===== config.mk =====
export PLATFORM = sky130hd
export DESIGN_NAME = shuffled_lcg_uniform_generator_unit
export DESIGN_NICKNAME = d
export VERILOG_FILES = /design/src/rtl/slcg_pkg.sv /design/src/rtl/slcg_ram.sv /design/src/rtl/slcg_datapath.sv /design/src/rtl/slcg_ctrl.sv /design/src/rtl/shuffled_lcg_uniform_generator_unit.sv
export VERILOG_INCLUDE_DIRS = /design/src /design/src/rtl
export SDC_FILE = /design/constraint.sdc
export NUM_CORES = 2
export LEC_CHECK = 0
export ABC_AREA = 1
export BUFFER_PORTS_ARGS = -buffer_cell sky130_fd_sc_hd__clkbuf_2
export CORE_MARGIN = 2
export CORE_UTILIZATION = 55
export CTS_CLUSTER_SIZE = 25
export DETAILED_ROUTE_END_ITERATION = 16
export GPL_ROUTABILITY_DRIVEN = 0
export GPL_TIMING_DRIVEN = 1
export PLACE_DENSITY = 0.81
export SLEW_MARGIN = 15
export SYNTH_ARGS = -nofsm -noshare
export SYNTH_HDL_FRONTEND = slang
export SYNTH_SLANG_ARGS = --single-unit

===== constraint.sdc =====
create_clock -name clk -period 15.02 [get_ports clk]
set_input_delay 1.502 -clock clk [delete_from_list [all_inputs] [get_ports clk]]
set_output_delay 1.502 -clock clk [all_outputs]
set_load 0.005 [all_outputs]

===== src/rtl/shuffled_lcg_uniform_generator_unit_macros.svh =====
// assertion helpers, sampled on clk and held off while rst_n is low
`ifndef SHUFFLED_LCG_UNIFORM_GENERATOR_UNIT_MACROS_SVH
`define SHUFFLED_LCG_UNIFORM_GENERATOR_UNIT_MACROS_SVH

// same-cycle implication
`define SLCG_ASSERT_NOW(lbl, ante, cons, msg) \
    lbl: assert property (@(posedge clk) disable iff (!rst_n) (ante) |-> (cons)) \
        else $error(msg);

// next-cycle implication
`define SLCG_ASSERT_NEXT(lbl, ante, cons, msg) \
    lbl: assert property (@(posedge clk) disable iff (!rst_n) (ante) |=> (cons)) \
        else $error(msg);

`endif


===== src/rtl/slcg_pkg.sv =====
`timescale 1ns / 1ps

package slcg_pkg;

    localparam int TABLE_DEPTH  = 32;
    localparam int DATA_W       = 31;
    localparam int IDX_W        = $clog2(TABLE_DEPTH);
    localparam int WARMUP_STEPS = TABLE_DEPTH + 8;
    localparam int CNT_W        = $clog2(WARMUP_STEPS);
    localparam int MUL_W        = 15;
    localparam int PROD_W       = DATA_W + MUL_W;

    localparam logic [MUL_W-1:0]  LCG_MUL = 15'd16807;
    localparam logic [DATA_W-1:0] LCG_MOD = 31'h7FFF_FFFF;

    // slot divisor, a power of two for power-of-two table depths
    localparam longint PICK_DIV   = 1 + (longint'(2147483646) / longint'(TABLE_DEPTH));
    localparam int     PICK_SHIFT = $clog2(PICK_DIV);

    typedef struct packed {
        logic             seed_load;
        logic             seed_from_input;
        logic             lcg_step;
        logic             ram_we;
        logic             addr_from_cnt;
        logic [IDX_W-1:0] seed_idx;
        logic             pick_from_lcg;
        logic             result_load;
    } slcg_cmd_t;

    typedef struct packed {
        logic need_seed;
    } slcg_status_t;

    // x * 16807 mod (2^31 - 1) by end-around carry
    function automatic logic [DATA_W-1:0] lcg_next(input logic [DATA_W-1:0] x);
        logic [PROD_W-1:0] prod;
        logic [DATA_W:0]   fold;
        prod = PROD_W'(x) * PROD_W'(LCG_MUL);
        fold = {1'b0, prod[DATA_W-1:0]} + (DATA_W + 1)'(prod[PROD_W-1:DATA_W]);
        if (fold >= (DATA_W + 1)'(LCG_MOD))
        begin
            fold = fold - (DATA_W + 1)'(LCG_MOD);
        end
        lcg_next = fold[DATA_W-1:0];
    endfunction

    // seed reduced modulo the modulus, zero taken as one
    function automatic logic [DATA_W-1:0] seed_map(input logic [DATA_W-1:0] s);
        if ((s == '0) || (s == LCG_MOD))
        begin
            seed_map = DATA_W'(1);
        end
        else
        begin
            seed_map = s;
        end
    endfunction

    function automatic logic [IDX_W-1:0] pick_slot(input logic [DATA_W-1:0] pick);
        logic [DATA_W-1:0] q;
        q = pick >> PICK_SHIFT;
        if (q >= DATA_W'(TABLE_DEPTH))
        begin
            pick_slot = IDX_W'(TABLE_DEPTH - 1);
        end
        else
        begin
            pick_slot = q[IDX_W-1:0];
        end
    endfunction

endpackage


===== src/rtl/slcg_ram.sv =====
`timescale 1ns / 1ps

module slcg_ram #(
    parameter int WIDTH = 8,
    parameter int DEPTH = 16
) (
    input  logic                     clk,
    input  logic                     we,
    input  logic [$clog2(DEPTH)-1:0] addr,
    input  logic [WIDTH-1:0]         wdata,
    output logic [WIDTH-1:0]         rdata
);

    logic [WIDTH-1:0] mem [DEPTH];
    logic [WIDTH-1:0] rdata_reg;

    always_ff @(posedge clk)
    begin
        if (we)
        begin
            mem[addr] <= wdata;
        end
        rdata_reg <= mem[addr];
    end

    assign rdata = rdata_reg;

endmodule


===== src/rtl/slcg_datapath.sv =====
`timescale 1ns / 1ps

module slcg_datapath (
    input  logic                             clk,
    input  logic                             rst_n,
    input  slcg_pkg::slcg_cmd_t              cmd,
    output slcg_pkg::slcg_status_t           status,
    input  logic [slcg_pkg::DATA_W-1:0]      seed_value,
    output logic [slcg_pkg::DATA_W-1:0]      sample
);

    logic [slcg_pkg::DATA_W-1:0] lcg_value_reg;
    logic [slcg_pkg::DATA_W-1:0] last_pick_reg;
    logic [slcg_pkg::DATA_W-1:0] sample_reg;
    logic [slcg_pkg::DATA_W-1:0] lcg_value_next;
    logic [slcg_pkg::DATA_W-1:0] seed_src;
    logic [slcg_pkg::IDX_W-1:0]  ram_addr;
    logic [slcg_pkg::DATA_W-1:0] ram_wdata;
    logic [slcg_pkg::DATA_W-1:0] ram_rdata;

    assign lcg_value_next = slcg_pkg::lcg_next(lcg_value_reg);
    assign seed_src       = cmd.seed_from_input ? seed_value : lcg_value_reg;

    assign ram_addr  = cmd.addr_from_cnt ? cmd.seed_idx : slcg_pkg::pick_slot(last_pick_reg);
    assign ram_wdata = cmd.addr_from_cnt ? lcg_value_next : lcg_value_reg;

    slcg_ram #(
        .WIDTH (slcg_pkg::DATA_W),
        .DEPTH (slcg_pkg::TABLE_DEPTH)
    ) u_table (
        .clk   (clk),
        .we    (cmd.ram_we),
        .addr  (ram_addr),
        .wdata (ram_wdata),
        .rdata (ram_rdata)
    );

    always_ff @(posedge clk or negedge rst_n)
    begin
        if (!rst_n)
        begin
            lcg_value_reg <= '0;
            last_pick_reg <= '0;
        end
        else
        begin
            if (cmd.seed_load)
            begin
                lcg_value_reg <= slcg_pkg::seed_map(seed_src);
            end
            else if (cmd.lcg_step)
            begin
                lcg_value_reg <= lcg_value_next;
            end

            if (cmd.pick_from_lcg)
            begin
                last_pick_reg <= lcg_value_next;
            end
            else if (cmd.result_load)
            begin
                last_pick_reg <= ram_rdata;
            end
        end
    end

    always_ff @(posedge clk)
    begin
        if (cmd.result_load)
        begin
            sample_reg <= ram_rdata;
        end
    end

    assign status.need_seed = (last_pick_reg == '0);
    assign sample           = sample_reg;

endmodule


===== src/rtl/slcg_ctrl.sv =====
`timescale 1ns / 1ps
`include "shuffled_lcg_uniform_generator_unit_macros.svh"

module slcg_ctrl (
    input  logic                   clk,
    input  logic                   rst_n,
    input  logic                   s_tvalid,
    output logic                   s_tready,
    input  logic                   mode,
    output logic                   m_tvalid,
    input  logic                   m_tready,
    input  slcg_pkg::slcg_status_t status,
    output slcg_pkg::slcg_cmd_t    cmd
);

    typedef enum logic [1:0] {
        ST_IDLE,
        ST_SEED,
        ST_READ,
        ST_DONE
    } state_t;

    state_t                     state_reg;
    logic                       s_tready_reg;
    logic                       m_tvalid_reg;
    logic [slcg_pkg::CNT_W-1:0] cnt_reg;
    logic                       accept;
    logic                       out_free;
    logic                       do_seed;

    assign accept   = s_tvalid && s_tready_reg;
    assign out_free = !m_tvalid_reg || m_tready;
    assign do_seed  = mode || status.need_seed;

    always_comb
    begin
        cmd = '0;
        case (state_reg)
            ST_IDLE:
            begin
                cmd.seed_load       = accept && do_seed;
                cmd.seed_from_input = mode;
            end
            ST_SEED:
            begin
                cmd.lcg_step      = 1'b1;
                cmd.addr_from_cnt = 1'b1;
                cmd.seed_idx      = cnt_reg[slcg_pkg::IDX_W-1:0];
                cmd.ram_we        = (cnt_reg < slcg_pkg::CNT_W'(slcg_pkg::TABLE_DEPTH));
                cmd.pick_from_lcg = (cnt_reg == '0);
            end
            ST_READ:
            begin
                cmd.lcg_step = 1'b1;
            end
            ST_DONE:
            begin
                cmd.ram_we      = out_free;
                cmd.result_load = out_free;
            end
            default:
            begin
                cmd = '0;
            end
        endcase
    end

    always_ff @(posedge clk or negedge rst_n)
    begin
        if (!rst_n)
        begin
            state_reg    <= ST_IDLE;
            s_tready_reg <= 1'b1;
            m_tvalid_reg <= 1'b0;
            cnt_reg      <= '0;
        end
        else
        begin
            if (cmd.result_load)
            begin
                m_tvalid_reg <= 1'b1;
            end
            else if (m_tready)
            begin
                m_tvalid_reg <= 1'b0;
            end

            case (state_reg)
                ST_IDLE:
                begin
                    if (accept)
                    begin
                        s_tready_reg <= 1'b0;
                        if (do_seed)
                        begin
                            state_reg <= ST_SEED;
                            cnt_reg   <= slcg_pkg::CNT_W'(slcg_pkg::WARMUP_STEPS - 1);
                        end
                        else
                        begin
                            state_reg <= ST_READ;
                        end
                    end
                end
                ST_SEED:
                begin
                    if (cnt_reg == '0)
                    begin
                        state_reg <= ST_READ;
                    end
                    else
                    begin
                        cnt_reg <= cnt_reg - 1'b1;
                    end
                end
                ST_READ:
                begin
                    state_reg <= ST_DONE;
                end
                ST_DONE:
                begin
                    if (out_free)
                    begin
                        state_reg    <= ST_IDLE;
                        s_tready_reg <= 1'b1;
                    end
                end
                default:
                begin
                    state_reg    <= ST_IDLE;
                    s_tready_reg <= 1'b1;
                end
            endcase
        end
    end

    assign s_tready = s_tready_reg;
    assign m_tvalid = m_tvalid_reg;

    `SLCG_ASSERT_NEXT(a_one_item, s_tvalid && s_tready, !s_tready, "second transfer taken while busy")
    `SLCG_ASSERT_NOW(a_ready_idle, s_tready, state_reg == ST_IDLE, "ready outside idle")
    `SLCG_ASSERT_NEXT(a_seed_exit, (state_reg == ST_SEED) && (cnt_reg == '0), state_reg == ST_READ, "warm-up did not end in table read")
    `SLCG_ASSERT_NEXT(a_result_shown, cmd.result_load, m_tvalid, "loaded result not presented")

endmodule


===== src/rtl/shuffled_lcg_uniform_generator_unit.sv =====
`timescale 1ns / 1ps
// shuffled minimal-standard uniform generator
// input transfer (s_tvalid/s_tready): s_tuser is the mode, 0 draw, 1 reseed then draw;
// s_tdata carries the seed on a reseed and is ignored on a draw.
// output transfer (m_tvalid/m_tready): m_tdata carries one sample in 1 .. 2^31-2,
// the uniform fraction being sample / (2^31 - 1).
// every input transfer gives exactly one output transfer.
// a draw takes one generator step with the registered table read, then loads the output
// register, which raises m_tvalid; the next draw is taken only once that result is loaded.
// a reseed first runs warm-up generator steps, one per cycle through the single table port,
// then keeps stepping while writing each entry of the 32-entry shuffle table in turn.
// one item is in flight at a time; s_tready returns when the result is loaded.
// after reset the generator is unseeded: the first draw seeds from 1.
// reset does not clear the table; seeding always fills it before it is read.
// if the receiver stalls, the result waits in the output register and the next
// item is accepted; its result waits in the block until the register frees.

module shuffled_lcg_uniform_generator_unit (
    input  logic        clk,
    input  logic        rst_n,
    input  logic        s_tvalid,
    output logic        s_tready,
    input  logic [31:0] s_tdata,   // [30:0] seed_value, [31] zero
    input  logic        s_tuser,   // [0] mode
    output logic        m_tvalid,
    input  logic        m_tready,
    output logic [31:0] m_tdata    // [30:0] sample, [31] zero
);

    slcg_pkg::slcg_cmd_t          cmd;
    slcg_pkg::slcg_status_t       status;
    logic [slcg_pkg::DATA_W-1:0]  sample;

    slcg_ctrl u_ctrl (
        .clk      (clk),
        .rst_n    (rst_n),
        .s_tvalid (s_tvalid),
        .s_tready (s_tready),
        .mode     (s_tuser),
        .m_tvalid (m_tvalid),
        .m_tready (m_tready),
        .status   (status),
        .cmd      (cmd)
    );

    slcg_datapath u_datapath (
        .clk        (clk),
        .rst_n      (rst_n),
        .cmd        (cmd),
        .status     (status),
        .seed_value (s_tdata[slcg_pkg::DATA_W-1:0]),
        .sample     (sample)
    );

    assign m_tdata = {1'b0, sample};

endmodule

==> metrics.yaml <==
start_util_pct: 55.5
drv_slew: 0
grt-busiest-layer: "met2"
area_growth_pct: 10.6
clk_pin_slew_ns: 0.07
grt_pass1_vias: 35400
crit_start: "u_datapath.lcg_value_reg[15]$_DFFE_PN0P_"
routedWlPerCell_um: 25.6
critPathTopFamily: "simple AND/OR/NAND/NOR gates"
hold_viol: 0
post-route-period-util_pct: 76.3
ys_types: 55
clock_latency_ns: 0.68
setup_violations: 0
outcome: "finished, final reports clean"
syn_inst: 4291
drc_errors: 0
cp_num_cells: 47
fmax_mhz: 87.3
r2r_cells: 47
place_hpwl_um: 88800
track_usage_pct: 29.3
cp_max_fo: 32
numCtsBuffers: 102
final.setup.tns_ns: 0
fp-row-count: 113
io-pin-count: 71
cp.required_ns: 15.31
regArea_um2: 33100
holdPathStages: 0
ant_nets: 0
largest_register_ffs: 992
dieWidth_um: 313
grtUsageMet1_pct: 39.0
ys_top_cells_by_area: "edfxtp_1, a22oi_1, fa_1"
cts.htree.levels: 3
routed_wl_um: 146000
hold_buffers: 0
cp-start-kind: "flip-flop"
design_area_um2: 58200
cts_tree: "yes"
fin_hold_ws_ns: 0.473
gr-usage-met2_pct: 45.5
grt_max_degree: 189
syn_nets: 4670
antenna_found_initial: 2
critPathCaptureType: "flip-flop"
die_area_um2: 98100
cts.path.max_buffers: 3
crit_buf_inv: 6
drive_gt1_share_pct: 10.2
synth-async-reset-ratio_pct: 6.39
cp-endpoint: "u_datapath.u_table.mem[28][23]$_DFFE_PP_"
crit_arrival_ns: 11.74
finalClockSkew_ns: 0.0392
fill_cells: 6824
tightest_slew_ns: 1.21
cts_resized: 0
top_register: "u_datapath.u_table.mem"
synth_top_flop_cell: "edfxtp_1"
multi_input_area_um2: 17400
rsz0062_at_grt: "no"
synth_most_common_cell: "edfxtp_1"
via_count: 36700
yosysSeqAreaShare_pct: 63.0
period_minus_slack_ns: 11.45
grt.overflow.total: 0
syn_area_um2: 52600
relSlewSlack_pct: 18.8
cp_slowest_cell: "nand2_1"
worstSetupPathType: "reg2reg"
synth_commonest_cells: "edfxtp_1, nand2_1, a22oi_1, inv_1, a21oi_1"
rrSetupSlack_ns: 3.57
place_area_um2: 54700
ctsRootBufferMaster: "clkbuf_16"
synth_area_per_cell_um2: 12.3
synth_edf_count: 1023
cts.sinks: 1126
maxCapViolations: 0
grt_pass1_wl_um: 216000
grt_use_met3_pct: 5.96
cts_setup_buffers: 0
nets: 4742
synth_top_cell_by_area: "edfxtp_1"
crit_top_cell: "nand2_1"
yosysWarnings: 0
cpPeakStageDelay_ns: 0.85
r2r_end: "u_datapath.u_table.mem[28][23]$_DFFE_PP_"
synth_seq_cells: 1126
coreArea_um2: 94900
numPortBuffers: 68
die_y_um: 313
synth_top_area_share_pct: 58.4
drt_pre_antenna_iters: 6
hold_class: "reg2reg"
drt_iter0_markers: 5649
timing.rr.start: "u_datapath.lcg_value_reg[15]$_DFFE_PN0P_"
routed_via_density: 6.42
-- metal layers --
metal  vias to the layer above  share of wire [%]
li1                      15600                  -
met3                       550                 13
met1                     17700                 35
met4                         0                6.3
met5                         -                  0
met2                      2826                 46
-- worst min path at each step --
stage | endpoint | start | slack, ns
global placement | u_datapath.sample[3]$_DFFE_PP_ | u_datapath.u_table.rdata[3]$_DFF_P_ | 0.45
global route | u_datapath.sample[3]$_DFFE_PP_ | u_datapath.u_table.rdata[3]$_DFF_P_ | 0.48
CTS | u_datapath.sample[3]$_DFFE_PP_ | u_datapath.u_table.rdata[3]$_DFF_P_ | 0.47
finish | u_datapath.sample[3]$_DFFE_PP_ | u_datapath.u_table.rdata[3]$_DFF_P_ | 0.47
detailed placement | u_datapath.sample[3]$_DFFE_PP_ | u_datapath.u_table.rdata[3]$_DFF_P_ | 0.45
floorplan | u_datapath.sample[30]$_DFFE_PP_ | u_datapath.u_table.rdata[30]$_DFF_P_ | 0.41
-- cell families (layout without fill, tap and decap cells) --
logic type | after synthesis | after routing | synth area share (%)
other | 1 | 2 | 0.00713
AND/OR/NAND/NOR | 1197 | 1197 | 9.99
multiplexers | 2 | 2 | 0.0381
XOR/XNOR | 44 | 44 | 0.733
AO/OA/AOI/OAI | 938 | 938 | 11.5
flip-flops | 1126 | 1126 | 63.0
adder cells (fa/ha/maj) | 342 | 342 | 10.0
buffers and inverters | 641 | 800 | 4.68
-- final cells by class --
cell class,count,area share [%]
antenna,1,0.00430
clock buffer,128,4.63
clock inverter,63,1.18
inverter,471,3.07
multi-input combinational,2524,29.9
sequential,1126,57.0
tap,1265,2.72
timing repair buffer,138,1.51
-- through the flow --
stage          instances  setup WS, ns  util, %
6_report            5716          3.57     61.3
5_1_grt             5715          2.82     61.3
4_1_cts             5715          3.81     61.3
3_5_place_dp        5524          3.82     57.7
3_3_place_gp        5524          4.10     57.7
2_1_floorplan       4291          5.49        -
-- placed cells by master, fill, tap and decap left out, types with 42 or more instances in the layout --
cell type / count
edfxtp_1: 1023
nand2_1: 651
a22oi_1: 497
inv_1: 454
a21oi_1: 308
ha_1: 208
nand3_1: 147
fa_1: 134
nor2_1: 125
clkbuf_16: 103
o21ai_0: 73
dfrtp_1: 71
buf_4: 70
clkbuf_2: 67
nor3_1: 62
nor4_1: 42
Power is not shown: default switching activity piles up to over one toggle a cycle in this logic, so the estimate is an artifact.
